`config.mk`:
```
export PLATFORM = sky130hd
export DESIGN_NAME = text_transcoder_to_utf8_core
export DESIGN_NICKNAME = d
export VERILOG_FILES = /design/src/tt8_pkg.sv /design/src/text_transcoder_to_utf8_core.sv
export VERILOG_INCLUDE_DIRS = /design/src /design/src/src
export SDC_FILE = /design/constraint.sdc
export NUM_CORES = 1
export LEC_CHECK = 0
export BUFFER_PORTS_ARGS = -buffer_cell sky130_fd_sc_hd__buf_2
export CAP_MARGIN = 20
export CELL_PAD_IN_SITES_DETAIL_PLACEMENT = 1
export CELL_PAD_IN_SITES_GLOBAL_PLACEMENT = 1
export CORE_MARGIN = 10
export CORE_UTILIZATION = 34
export DETAILED_ROUTE_END_ITERATION = 8
export PLACE_DENSITY = 0.8
export SLEW_MARGIN = 20
export SYNTH_ARGS = -nofsm -noshare
export SYNTH_HDL_FRONTEND = slang
export SYNTH_SLANG_ARGS = --single-unit
export TNS_END_PERCENT = 100
```
`constraint.sdc`:
```
create_clock -name i_clk -period 2.61 [get_ports i_clk]
set_input_delay 0.3915 -clock i_clk [delete_from_list [all_inputs] [get_ports i_clk]]
set_output_delay 0.3915 -clock i_clk [all_outputs]
set_load 0.05 [all_outputs]
```
`src/text_transcoder_to_utf8_core_macros.svh`:
```
// ---------------------------------------------------------------------------
// Assertion macros shared by the transcoder RTL
// ---------------------------------------------------------------------------
`ifndef TEXT_TRANSCODER_TO_UTF8_CORE_MACROS_SVH
`define TEXT_TRANSCODER_TO_UTF8_CORE_MACROS_SVH

// Same-cycle implication, checked on every rising clock edge out of reset
`define TT8_ASSERT_NOW(label, ante, cons) \
    label: assert property (@(posedge i_clk) disable iff (!i_rst_n) (ante) |-> (cons)) \
        else $error("tt8 same-cycle check failed");

// Next-cycle implication
`define TT8_ASSERT_NEXT(label, ante, cons) \
    label: assert property (@(posedge i_clk) disable iff (!i_rst_n) (ante) |=> (cons)) \
        else $error("tt8 next-cycle check failed");

`endif

```
`src/tt8_pkg.sv`:
```
// ---------------------------------------------------------------------------
// tt8_pkg
// Types, codes and the per-byte encoder of the UTF-8 transcoder.
// ---------------------------------------------------------------------------
package tt8_pkg;

    localparam logic [1:0] MODE_PASS   = 2'd0;
    localparam logic [1:0] MODE_LATIN1 = 2'd1;
    localparam logic [1:0] MODE_UTF16  = 2'd2;

    localparam int         NUM_REGS    = 1;
    localparam logic       REG_MODE    = 1'b0;

    localparam logic [15:0] SURR_LO    = 16'hD800;
    localparam logic [15:0] SURR_HI    = 16'hDFFF;
    localparam logic [15:0] TWO_MAX    = 16'h07FF;
    localparam logic [15:0] ONE_MAX    = 16'h007F;
    localparam logic [7:0]  LEAD2      = 8'hC0;
    localparam logic [7:0]  LEAD3      = 8'hE0;
    localparam logic [7:0]  C1_MAX     = 8'h9F;
    localparam logic [7:0]  LATIN_C2   = 8'hC2;
    localparam logic [7:0]  LATIN_C3   = 8'hC3;
    localparam logic [7:0]  LATIN_HI   = 8'hBF;
    localparam logic [7:0]  CONT_MASK  = 8'h3F;
    localparam logic [7:0]  CONT_MARK  = 8'h80;

    // Bytes produced by one request; cnt of zero means nothing to send
    typedef struct packed {
        logic [1:0]      cnt;
        logic            bad;
        logic [2:0][7:0] data;
    } t_enc;

    function automatic t_enc encode(input logic [1:0] mode, input logic have_low,
                                    input logic [7:0] held, input logic [7:0] b);
        t_enc        e;
        logic [15:0] cu;
        e  = '0;
        cu = {b, held};
        case (mode)
            MODE_LATIN1: begin
                if (b <= ONE_MAX[7:0]) begin
                    e.cnt     = 2'd1;
                    e.data[0] = b;
                end else if (b <= C1_MAX) begin
                    e.cnt = 2'd1;
                    e.bad = 1'b1;
                end else begin
                    e.cnt     = 2'd2;
                    e.data[0] = (b > LATIN_HI) ? LATIN_C3 : LATIN_C2;
                    e.data[1] = CONT_MARK | (b & CONT_MASK);
                end
            end
            MODE_UTF16: begin
                if (!have_low) begin
                    e.cnt = 2'd0;
                end else if (cu >= SURR_LO && cu <= SURR_HI) begin
                    e.cnt = 2'd1;
                    e.bad = 1'b1;
                end else if (cu <= ONE_MAX) begin
                    e.cnt     = 2'd1;
                    e.data[0] = cu[7:0];
                end else if (cu <= TWO_MAX) begin
                    e.cnt     = 2'd2;
                    e.data[0] = LEAD2 | {3'b000, cu[10:6]};
                    e.data[1] = CONT_MARK | {2'b00, cu[5:0]};
                end else begin
                    e.cnt     = 2'd3;
                    e.data[0] = LEAD3 | {4'b0000, cu[15:12]};
                    e.data[1] = CONT_MARK | {2'b00, cu[11:6]};
                    e.data[2] = CONT_MARK | {2'b00, cu[5:0]};
                end
            end
            default: begin
                e.cnt     = 2'd1;
                e.data[0] = b;
            end
        endcase
        return e;
    endfunction

endpackage

```
`src/text_transcoder_to_utf8_core.sv`:
```
// Request bytes are held in the byte buffer, then registered one by one for output.
// Throughput: one output byte per cycle unless i_stall; the input side stalls until
// the single-byte output register has taken the request's last byte from the buffer.
// A UTF-16 low byte is accepted into the pairing state and produces nothing.
// Reset: synchronous, active low; mode returns to passthrough, pending low byte dropped.
// ---------------------------------------------------------------------------
// text_transcoder_to_utf8_core
// Converts passthrough, Latin-1 or UTF-16LE byte streams to UTF-8 bytes.
// ---------------------------------------------------------------------------
`include "text_transcoder_to_utf8_core_macros.svh"

module text_transcoder_to_utf8_core (
    input  logic        i_clk,
    input  logic        i_rst_n,
    // config port
    input  logic        psel,
    input  logic        penable,
    input  logic        pwrite,
    input  logic [2:0]  paddr,
    input  logic [31:0] pwdata,
    output logic [31:0] prdata,
    output logic        pready,
    // input channel
    input  logic        i_valid,
    output logic        o_stall,
    input  logic [7:0]  i_in_byte,
    // output channel
    output logic        o_valid,
    input  logic        i_stall,
    output logic [7:0]  o_out_byte,
    output logic        o_last_in_run,
    output logic        o_bad_input
);
    import tt8_pkg::*;

    logic [1:0] r_mode;
    logic [7:0] r_held;
    logic       r_have;
    t_enc       r_q;
    logic       r_q_valid;
    logic [1:0] r_idx;
    logic       r_out_valid;
    logic [7:0] r_out_byte;
    logic       r_out_last;
    logic       r_out_bad;

    t_enc       enc;
    logic       cfg_wr;
    logic       in_acc;
    logic       take_out;
    logic       move;
    logic       q_last;
    logic       q_done;
    logic [1:0] n_idx;

    assign pready  = 1'b1;
    assign cfg_wr  = psel && penable && pwrite && (paddr[2] == REG_MODE);
    assign prdata  = (paddr[2] == REG_MODE) ? {30'd0, r_mode} : 32'd0;

    assign enc      = encode(r_mode, r_have, r_held, i_in_byte);
    assign take_out = r_out_valid && !i_stall;
    assign move     = r_q_valid && (!r_out_valid || take_out);
    assign q_last   = (r_idx == (r_q.cnt - 2'd1));
    assign q_done   = move && q_last;
    assign n_idx    = r_idx + 2'd1;
    assign o_stall  = r_q_valid && !q_done;
    assign in_acc   = i_valid && !o_stall;

    assign o_valid       = r_out_valid;
    assign o_out_byte    = r_out_byte;
    assign o_last_in_run = r_out_last;
    assign o_bad_input   = r_out_bad;

    // Mode register and UTF-16 pairing state
    always_ff @(posedge i_clk) begin
        if (!i_rst_n) begin
            r_mode <= MODE_PASS;
            r_have <= 1'b0;
            r_held <= 8'd0;
        end else if (cfg_wr) begin
            r_mode <= pwdata[1:0];
            r_have <= 1'b0;
            r_held <= 8'd0;
        end else if (in_acc && r_mode == MODE_UTF16) begin
            r_have <= !r_have;
            r_held <= r_have ? 8'd0 : i_in_byte;
        end
    end

    // Byte buffer: hold one request's bytes, advance one per output move
    always_ff @(posedge i_clk) begin
        if (!i_rst_n) begin
            r_q_valid <= 1'b0;
            r_idx     <= 2'd0;
        end else if (in_acc && enc.cnt != 2'd0) begin
            r_q_valid <= 1'b1;
            r_idx     <= 2'd0;
        end else if (q_done) begin
            r_q_valid <= 1'b0;
        end else if (move) begin
            r_idx <= n_idx;
        end
    end

    always_ff @(posedge i_clk) begin
        if (in_acc && enc.cnt != 2'd0) begin
            r_q <= enc;
        end
    end

    always_ff @(posedge i_clk) begin
        if (!i_rst_n) begin
            r_out_valid <= 1'b0;
        end else if (move) begin
            r_out_valid <= 1'b1;
        end else if (take_out) begin
            r_out_valid <= 1'b0;
        end
    end

    always_ff @(posedge i_clk) begin
        if (move) begin
            r_out_byte <= r_q.data[r_idx];
            r_out_last <= q_last;
            r_out_bad  <= r_q.bad;
        end
    end

    `TT8_ASSERT_NOW(a_stall_needs_buf, o_stall, r_q_valid)
    `TT8_ASSERT_NOW(a_idx_in_range, r_q_valid, (r_idx < r_q.cnt))
    `TT8_ASSERT_NEXT(a_move_fills_out, move, o_valid)
    `TT8_ASSERT_NOW(a_bad_form, o_valid && o_bad_input, (o_out_byte == 8'd0) && o_last_in_run)
    `TT8_ASSERT_NEXT(a_low_byte_silent, in_acc && (enc.cnt == 2'd0), !r_q_valid)

endmodule
```
==> flow_metrics.env, run 1 <==
export IMPL_grt_use_total=0.103
export IMPL_synth_adder_area_share=0.00927
export IMPL_wirelength_um=6210
export IMPL_grt_overflow=0
export IMPL_synth_edf_count=34
export IMPL_status="finished, final reports clean"
export IMPL_cts_buffer_depth=2
export IMPL_synth_warnings=0
export IMPL_p_int_mw=1.22
export IMPL_yosysSeqAreaShare=0.490
export IMPL_setup_worst_path_start_class="flip-flop"
export IMPL_antenna_found_initial=0
export IMPL_path_cells="xor2_1 > or3_1 > nand3_1 > inv_1 > buf_2"
export IMPL_synth_area_per_cell_um2=10.1
export IMPL_fin_skew_ns=0.00838
export IMPL_slew_headroom=0.651
export IMPL_die_w_um=109
export IMPL_cap_violations=0
export IMPL_dieArea_mm2=0.0119
export IMPL_power_leakage_nw=1.18
export IMPL_synthXorXnorAreaFrac=0.00325
export IMPL_cts_setup_buffers=0
export IMPL_grt_pass1_wl_um=9890
export IMPL_cts_made_buffers=5
export IMPL_power_total_mw=1.72
export IMPL_cp_slowest_cell="edfxtp_1"
export IMPL_clkPwrFrac=0.306
export IMPL_worstPathArrival_ns=1.88
export IMPL_synthMuxAreaShare=0.0338
export IMPL_path_clk_slew_ns=0.09
export IMPL_first_pass_iters=4
export IMPL_slew_violations=0
export IMPL_drc=0
export IMPL_ys_flop_type="edfxtp_1"
export IMPL_dpl_instance_area_mm2=0.00286
export IMPL_first_iter_violations=114
export IMPL_gp_congestion=0.829
export IMPL_worstSetupPathType="reg -> out"
export IMPL_num_io_pins=95
export IMPL_cellPowerDensity_mw_per_mm2=579
export IMPL_power_frac_comb=0.172
export IMPL_grt_start_max_net_pins=27
export IMPL_synth_compound_area_frac=0.176
export IMPL_place_hpwl_um=4860
export IMPL_wl_per_cell_um=15.4
export IMPL_period_share=0.871
export IMPL_setup_tns_final_ns=0
export IMPL_core_mm2=0.00773
export IMPL_start_util=0.349
export IMPL_cts_sinks=49
export IMPL_ir_drop_mv=0.194
export IMPL_clk_latency_ns=0.30
export IMPL_final_nets=352
export IMPL_timing_hold_violations_final=0
export IMPL_antenna_cells=0
export IMPL_port_buffers=31
export IMPL_route_antenna_remaining_nets=0
export IMPL_setup_viol=0
export IMPL_fin_crit_ns=2.27
export IMPL_htreeDepth=2
export IMPL_rsz0062_at_grt="no"
export IMPL_switchingPower_mw=0.498
export IMPL_synth_distinct_cells=51
export IMPL_viasPerCell=4.93
export IMPL_final_layout_size_suffix_gt1_frac=0.166
export IMPL_power_switching_share=0.290
export IMPL_syn_cell_area_mm2=0.00270
export IMPL_finish_utilization=0.384
export IMPL_end_kind="output port"
export IMPL_critPathMaxStageDelay_ns=0.44
export IMPL_final_common_cell="edfxtp_1"
export IMPL_hp_class="in -> reg"
export IMPL_crit_path_max_fanout=7
export IMPL_cts_resized=0
export IMPL_cts_tree="done"
export IMPL_die_h_um=109
export IMPL_grt_pass1_vias=1976
export IMPL_async_reset_ff_frac=0
export IMPL_synthCells=267
export IMPL_final_cell_mix="edfxtp_1 (34), conb_1 (31), buf_2 (31)"
export IMPL_synth_top_family_by_area="compound AO/OA/AOI/OAI gates"
export IMPL_root_buffer="clkbuf_8"
export IMPL_num_rows=32
export IMPL_area_growth_syn_to_layout_pct=9.87
export IMPL_worst_pin_slew_ns=0.523
export IMPL_num_vias=1987
export IMPL_synthSimpleGateAreaFrac=0.150
export IMPL_finalInstanceArea_mm2=0.00297
export IMPL_synth_seq_cells=49
export IMPL_p_seq_frac=0.522
export IMPL_fmax_mhz=440
export IMPL_cp_required_ns=2.22
export IMPL_ctsHoldBuffers=0
[sequential cells by signal, summed over array words and instances (netlist names), 2 cells and up]
signal,count
r_mode,2
r_idx,2
o_out_byte,8
r_held,8
r_q,24
[per-layer routing]
metal | global-route usage | part of all wire
met1 | 0.128 | 0.45
met2 | 0.166 | 0.47
met3 | 0.0336 | 0.070
met4 | 0.0330 | 0.012
met5 | 0 | 0
[cell usage after synthesis (3+ instances only)]
cell	n	area [um^2]
nor2_1	8	30.0
nor3_1	5	25.0
nor2b_1	3	18.8
nand2_1	22	82.6
buf_4	31	233
and3_1	12	75.1
or3_1	4	25.0
inv_1	23	86.3
mux2i_1	8	80.1
a31oi_1	4	25.0
edfxtp_1	34	1020
dfxtp_1	15	300
a221o_1	6	60.1
and2_1	3	18.8
a21oi_1	16	80.1
o21ai_0	12	60.1
o32ai_1	9	78.8
clkbuf_1	4	15.0
o21ai_1	5	25.0
[worst paths after layout]
kind	from	end	slack [ns]	depth (start not counted)
min reg2reg	r_q[24]$_DFFE_PP_	o_bad_input$_DFFE_PP_	0.42	0
max reg2reg	r_mode[0]$_SDFFE_PN0P_	r_q[11]$_DFFE_PP_	0.52	6
min	pwdata[1]	r_mode[1]$_SDFFE_PN0P_	0.33	3
max	r_q[26]$_DFFE_PP_	o_stall	0.34	5
[power groups by stage]
stage | registers, mW | clock network [mW] | logic, mW
finish | 0.895 | 0.525 | 0.296
global route | 0.899 | 0.573 | 0.319
CTS | 0.895 | 0.543 | 0.295
detailed placement | 0.913 | 0 | 0.294
global placement | 0.911 | 0 | 0.289
floorplan | 0.951 | 0 | 0.228
[kinds of logic (layout without fill, tap and decap cells)]
family,after synthesis,after routing
xor gates and xnor gates,1,1
buffers and inverters,62,67
adders and majority gates,2,2
muxes,9,9
DFF,49,49
and+or+nand+nor,73,73
AOI/OAI and AO/OA,69,69
other,2,31
[area by class of cell]
type | count | area [um^2]
flip-flops and latches | 49 | 1320
fillers | 909 | 4760
clock buffers | 5 | 68.8
well taps | 102 | 128
repair buffers | 36 | 193
clock inverters | 3 | 41.3
multi-input cells | 185 | 1130
inverters | 23 | 86.3
[stage by stage]
step / setup WS (ns) / std cells / hold WS [ns]
floorplan: 0.164 / 296 / 0.400
global route: 0.175 / 403 / 0.323
detailed placement: 0.494 / 395 / 0.409
global placement: 0.529 / 395 / 0.404
CTS: 0.320 / 403 / 0.317
finish: 0.337 / 403 / 0.332
[worst max-delay path: cells and delay by family, from the launching register on]
kind	cells	cell delay, ns
buffers and inverters	2	0.33
flip-flops	1	0.44
AND/OR/NAND/NOR	2	0.43
XOR/XNOR	1	0.38
Note: power is estimated with default switching activity, not from simulation.
==> inputs of run 2 (changes only) <==
--- a/config.mk
+++ b/config.mk
@@ -13,6 +13,7 @@
 export CORE_MARGIN = 10
 export CORE_UTILIZATION = 34
 export DETAILED_ROUTE_END_ITERATION = 8
+export GPL_TIMING_DRIVEN = 0
 export PLACE_DENSITY = 0.8
 export SLEW_MARGIN = 20
 export SYNTH_ARGS = -nofsm -noshare
==> constraint.sdc (replaced) <==
create_clock -name i_clk -period 2.61 [get_ports i_clk]
set_input_delay 0.3915 -clock i_clk [delete_from_list [all_inputs] [get_ports i_clk]]
set_output_delay 0.3915 -clock i_clk [all_outputs]
set_load 0.1 [all_outputs]
==> run 2 against run 1 <==
  * Combinational power rose by 64%
  * Setup slack got worse by 0.16 ns
  * Final cell count rose by 8.2%
  * Maximum frequency fell by 6.4%
  * Sequential share of layout area fell by 3.5 points
  * Global-route usage rose by 1.2 points
  * Non-clock buffer count rose by 33
  * Die area did not move
  * Core utilization rose by 3.3 points
  * Count of clock-buffer cells in the layout did not move
  * Critical path type unchanged
  * Largest power group unchanged
==> flow_metrics.env, run 2 (synthesized netlist as in run 1, its figures left out) <==
export IMPL_clk_latency_ns=0.31
export IMPL_cts_made_buffers=5
export IMPL_hp_class="in -> reg"
export IMPL_period_share=0.930
export IMPL_p_int_mw=1.25
export IMPL_cts_sinks=49
export IMPL_dp_slack_ns=0.226
export IMPL_fin_hold_ws_ns=0.326
export IMPL_fin_skew_ns=0.00924
export IMPL_clkPwrFrac=0.282
export IMPL_p_seq_frac=0.466
export IMPL_final_nets=385
export IMPL_end_kind="output port"
export IMPL_cap_violations=0
export IMPL_num_vias=2144
export IMPL_grt_pass1_vias=2276
export IMPL_power_total_mw=1.92
export IMPL_timing_hold_violations_final=0
export IMPL_status="finished, final reports clean"
export IMPL_fin_crit_ns=2.43
export IMPL_switchingPower_mw=0.668
export IMPL_largest_reg_flops=24
export IMPL_start_util=0.349
export IMPL_crit_path_max_fanout=7
export IMPL_finalInstanceArea_mm2=0.00322
export IMPL_root_buffer="clkbuf_8"
export IMPL_dpl_instance_area_mm2=0.00310
export IMPL_final_cell_mix="edfxtp_1 (34), buf_2 (31), buf_4 (31), conb_1 (31), inv_1 (23)"
export IMPL_top_register="r_q"
export IMPL_worst_pin_slew_ns=1.03
export IMPL_first_pass_iters=4
export IMPL_slew_violations=0
export IMPL_wl_per_cell_um=15.5
export IMPL_core_mm2=0.00773
export IMPL_grt_start_max_net_pins=27
export IMPL_first_iter_violations=138
export IMPL_htreeDepth=2
export IMPL_setup_tns_final_ns=0
export IMPL_viasPerCell=4.92
export IMPL_slew_headroom=0.310
export IMPL_power_frac_comb=0.253
export IMPL_startpoint="r_q[26]$_DFFE_PP_"
export IMPL_cts_buffer_depth=2
export IMPL_grt_overflow=0
export IMPL_die_h_um=109
export IMPL_grt_pass1_wl_um=11200
export IMPL_antenna_found_initial=0
export IMPL_worstPathArrival_ns=2.04
export IMPL_setup_worst_path_start_class="flip-flop"
export IMPL_power_switching_share=0.348
export IMPL_ir_drop_mv=0.250
export IMPL_rsz0062_at_grt="no"
export IMPL_die_w_um=109
export IMPL_final_layout_size_suffix_gt1_frac=0.237
export IMPL_timing_final_ws_setup_ns=0.182
export IMPL_cellPowerDensity_mw_per_mm2=596
export IMPL_grt_use_total=0.115
export IMPL_place_hpwl_um=5240
export IMPL_num_io_pins=95
export IMPL_area_growth_syn_to_layout_pct=19.2
export IMPL_fmax_mhz=412
export IMPL_drc=0
export IMPL_cts_setup_buffers=0
export IMPL_final_common_cell="edfxtp_1"
export IMPL_power_leakage_nw=1.34
export IMPL_worstSetupPathType="reg -> out"
export IMPL_cp_required_ns=2.22
export IMPL_antenna_cells=0
export IMPL_reg2reg_from="r_mode[0]$_SDFFE_PN0P_"
export IMPL_cts_tree="done"
export IMPL_gp_congestion=0.850
export IMPL_min_delay_start="pwdata[0]"
export IMPL_path_clk_slew_ns=0.08
export IMPL_port_buffers=30
export IMPL_dieArea_mm2=0.0119
export IMPL_n_fill_cell=910
export IMPL_setup_viol=0
export IMPL_wirelength_um=6770
export IMPL_reg2reg_slack_ns=0.24
export IMPL_route_antenna_remaining_nets=0
export IMPL_num_rows=32
-- run 2: path summary, 6_finish.rpt --
path                                 end  cells after the start
hold / removal    r_mode[0]$_SDFFE_PN0P_                      3
setup / recovery                 o_stall                      5
hold reg to reg    o_bad_input$_DFFE_PP_                      0
setup reg to reg        r_q[2]$_DFFE_PP_                      5
-- run 2: worst max-delay path: stages (launching register included) --
cell	delay (ns)
edfxtp_1	0.47
xor2_2	0.30
or3_1	0.33
nand3_1	0.14
inv_1	0.08
buf_2	0.42
-- run 2: metrics by stage --
stage,instances,utilization
global placement,428,0.401
floorplan,296,-
CTS,436,0.415
detailed placement,428,0.401
global route,436,0.416
finish,436,0.416
-- run 2: metal layers --
metal	vias to the layer above	wire length [um]	track usage
met5	-	0	0
met4	0	65	0.0320
met3	8	363	0.0319
met2	48	3240	0.195
met1	1031	3100	0.139
li1	1057	-	-
-- run 2: power groups by stage --
| stage | registers, mW | logic (mW) | clock network, mW |
|---|---|---|---|
| floorplan | 0.994 | 0.332 | 0 |
| global placement | 0.909 | 0.478 | 0 |
| detailed placement | 0.911 | 0.482 | 0 |
| CTS | 0.893 | 0.483 | 0.563 |
| global route | 0.899 | 0.513 | 0.581 |
| finish | 0.894 | 0.485 | 0.541 |
-- run 2: layout make-up --
cell class / instances / area [um^2] / share of cell area
clock inverters: 3 / 41.3 / 0.0128
clock buffers: 5 / 68.8 / 0.0214
multi-input cells: 185 / 1140 / 0.355
well taps: 102 / 128 / 0.0397
inverters: 23 / 86.3 / 0.0268
plain buffers: 39 / 279 / 0.0867
flip-flops and latches: 49 / 1320 / 0.411
repair buffers: 30 / 150 / 0.0467
-- run 2: repair_timing --
action                                 4_1_cts  5_1_grt
endpoints found under the hold margin        0        0
setup endpoints to repair                    0        1
resized for setup                            0        1
hold buffers                                 0        0
==> inputs of run 3 (changes only) <==
--- a/config.mk
+++ b/config.mk
@@ -6,7 +6,7 @@
 export SDC_FILE = /design/constraint.sdc
 export NUM_CORES = 1
 export LEC_CHECK = 0
-export BUFFER_PORTS_ARGS = -buffer_cell sky130_fd_sc_hd__buf_2
+export BUFFER_PORTS_ARGS = -buffer_cell sky130_fd_sc_hd__clkbuf_2
 export CAP_MARGIN = 20
 export CELL_PAD_IN_SITES_DETAIL_PLACEMENT = 1
 export CELL_PAD_IN_SITES_GLOBAL_PLACEMENT = 1
@@ -14,6 +14,7 @@
 export CORE_UTILIZATION = 34
 export DETAILED_ROUTE_END_ITERATION = 8
 export GPL_TIMING_DRIVEN = 0
+export HOLD_SLACK_MARGIN = 0.15
 export PLACE_DENSITY = 0.8
 export SLEW_MARGIN = 20
 export SYNTH_ARGS = -nofsm -noshare
==> run 3 against run 2 <==
  * Non-clock buffer count stayed put
  * Via count is 1.3% lower
  * Sequential cell count stayed put
  * Critical path depth stayed put
  * Sequential share of layout area is 0.16 points lower
  * Combinational power hardly changed
  * First-iteration DRC count is 3.6% lower
  * Worst hold slack worse by 0.026 ns
  * Critical path type unchanged
  * Highest routed layer unchanged
==> flow_metrics.env, run 3 (synthesized netlist as in run 1, its figures left out) <==
export IMPL_path_depth=5
export IMPL_startpoint="r_q[26]$_DFFE_PP_"
export IMPL_route_antenna_remaining_nets=0
export IMPL_cap_violations=0
export IMPL_fin_cells=436
export IMPL_place_hpwl_um=5310
export IMPL_final_common_cell="edfxtp_1"
export IMPL_reg2reg_slack_ns=0.28
export IMPL_final_cell_mix="edfxtp_1 (34), buf_4 (31), conb_1 (31)"
export IMPL_die_h_um=109
export IMPL_timing_hold_violations_final=0
export IMPL_finalInstanceArea_mm2=0.00323
export IMPL_num_vias=2116
export IMPL_setup_viol=0
export IMPL_grt_start_max_net_pins=27
export IMPL_power_leakage_nw=1.35
export IMPL_dpl_instance_area_mm2=0.00310
export IMPL_setup_worst_path_start_class="flip-flop"
export IMPL_slew_headroom=0.443
export IMPL_n_fill_cell=908
export IMPL_grt_use_total=0.114
export IMPL_r2r_end="r_q[24]$_DFFE_PP_"
export IMPL_cp_endpoint="o_stall"
export IMPL_cts_tree="done"
export IMPL_grt_overflow=0
export IMPL_cts_resized=0
export IMPL_cts_made_buffers=5
export IMPL_finish_utilization=0.418
export IMPL_setup_tns_final_ns=0
export IMPL_worstSetupPathType="reg -> out"
export IMPL_gp_congestion=0.834
export IMPL_die_w_um=109
export IMPL_first_pass_iters=4
export IMPL_hp_class="in -> reg"
export IMPL_cts_setup_buffers=0
export IMPL_htreeDepth=2
export IMPL_core_mm2=0.00773
export IMPL_worst_path_buf_inv=2
export IMPL_cp_slowest_cell="edfxtp_1"
export IMPL_wl_per_cell_um=15.6
export IMPL_slew_violations=0
export IMPL_port_buffers=30
export IMPL_end_kind="output port"
export IMPL_crit_path_max_fanout=7
export IMPL_viasPerCell=4.85
export IMPL_fin_crit_ns=2.44
export IMPL_grt_pass1_vias=2270
export IMPL_fmax_mhz=409
export IMPL_cpLargestDelayFamily="buffers and inverters"
export IMPL_area_growth_syn_to_layout_pct=19.7
export IMPL_antenna_found_initial=0
export IMPL_largest_reg_flops=24
export IMPL_antenna_cells=0
export IMPL_dieArea_mm2=0.0119
export IMPL_worst_pin_slew_ns=0.836
export IMPL_ctsHoldBuffers=0
export IMPL_start_util=0.349
export IMPL_clk_latency_ns=0.31
export IMPL_worstPathArrival_ns=2.05
export IMPL_num_io_pins=95
export IMPL_grt_pass1_wl_um=11000
export IMPL_wirelength_um=6800
export IMPL_cts_sinks=49
export IMPL_cts_buffer_depth=2
export IMPL_holdPathStages=3
export IMPL_final_layout_size_suffix_gt1_frac=0.246
export IMPL_rsz0062_at_grt="no"
export IMPL_top_register="r_q"
export IMPL_fin_hold_ws_ns=0.301
export IMPL_critPathMaxStageDelay_ns=0.48
export IMPL_fin_skew_ns=0.0121
export IMPL_ff2ff_path_depth=3
export IMPL_cellPowerDensity_mw_per_mm2=600
export IMPL_path_clk_slew_ns=0.09
export IMPL_status="finished, final reports clean"
export IMPL_num_rows=32
export IMPL_path_cells="xor2_2 > or3_1 > nand3_1 > inv_1 > buf_2"
export IMPL_reg2reg_from="r_q[26]$_DFFE_PP_"
export IMPL_root_buffer="clkbuf_8"
export IMPL_ir_drop_mv=0.226
export IMPL_dp_cells=428
export IMPL_final_nets=385
export IMPL_first_iter_violations=133
export IMPL_cp_required_ns=2.22
export IMPL_period_share=0.936
export IMPL_drc=0
[run 3: cell types whose count changed in the layout (fill, tap and decap cells not counted), sizes merged]
cell,previous run,this run
buf,65,36
clkbuf,9,38
[run 3: worst min path at each step]
stage | endpoint | slack, ns | startpoint
detailed placement | o_bad_input$_DFFE_PP_ | 0.41 | r_q[24]$_DFFE_PP_
CTS | r_mode[1]$_SDFFE_PN0P_ | 0.29 | pwdata[1]
global placement | o_bad_input$_DFFE_PP_ | 0.40 | r_q[24]$_DFFE_PP_
global route | r_mode[1]$_SDFFE_PN0P_ | 0.32 | pwdata[1]
finish | r_mode[1]$_SDFFE_PN0P_ | 0.30 | pwdata[1]
floorplan | o_bad_input$_DFFE_PP_ | 0.40 | r_q[24]$_DFFE_PP_
[run 3: worst register-to-register path, cell delays in order (launching register included)]
cell	delay (ns)
edfxtp_1	0.48
xor2_2	0.22
or3_1	0.50
a31oi_4	0.75
[run 3: stage by stage]
stage	setup WS [ns]	total power, mW
finish	0.166	1.94
global route	0.0418	2.01
CTS	0.0315	1.94
detailed placement	0.209	1.39
global placement	0.276	1.39
floorplan	0.0623	1.33
[run 3: power by group]
group | total [mW] | internal, mW | switching [mW]
Combinational | 0.485 | 0.0891 | 0.396
Sequential | 0.894 | 0.879 | 0.0149
Clock | 0.560 | 0.287 | 0.273
Total | 1.94 | 1.26 | 0.684
[run 3: per-layer routing]
metal,vias to the layer above,wire (um),track usage
met2,55,3320,0.193
met5,-,0,0
met1,1006,2960,0.136
met3,6,456,0.0348
met4,0,60,0.0348
li1,1049,-,-
[run 3: final cells by class]
type / instances / area [um^2] / area share
clock buffer: 5 / 68.8 / 0.0213
sequential: 49 / 1320 / 0.409
timing repair buffer: 30 / 150 / 0.0465
inverter: 23 / 86.3 / 0.0267
multi-input combinational: 185 / 1150 / 0.356
buffer: 39 / 280 / 0.0868
tap: 102 / 128 / 0.0395
clock inverter: 3 / 46.3 / 0.0143
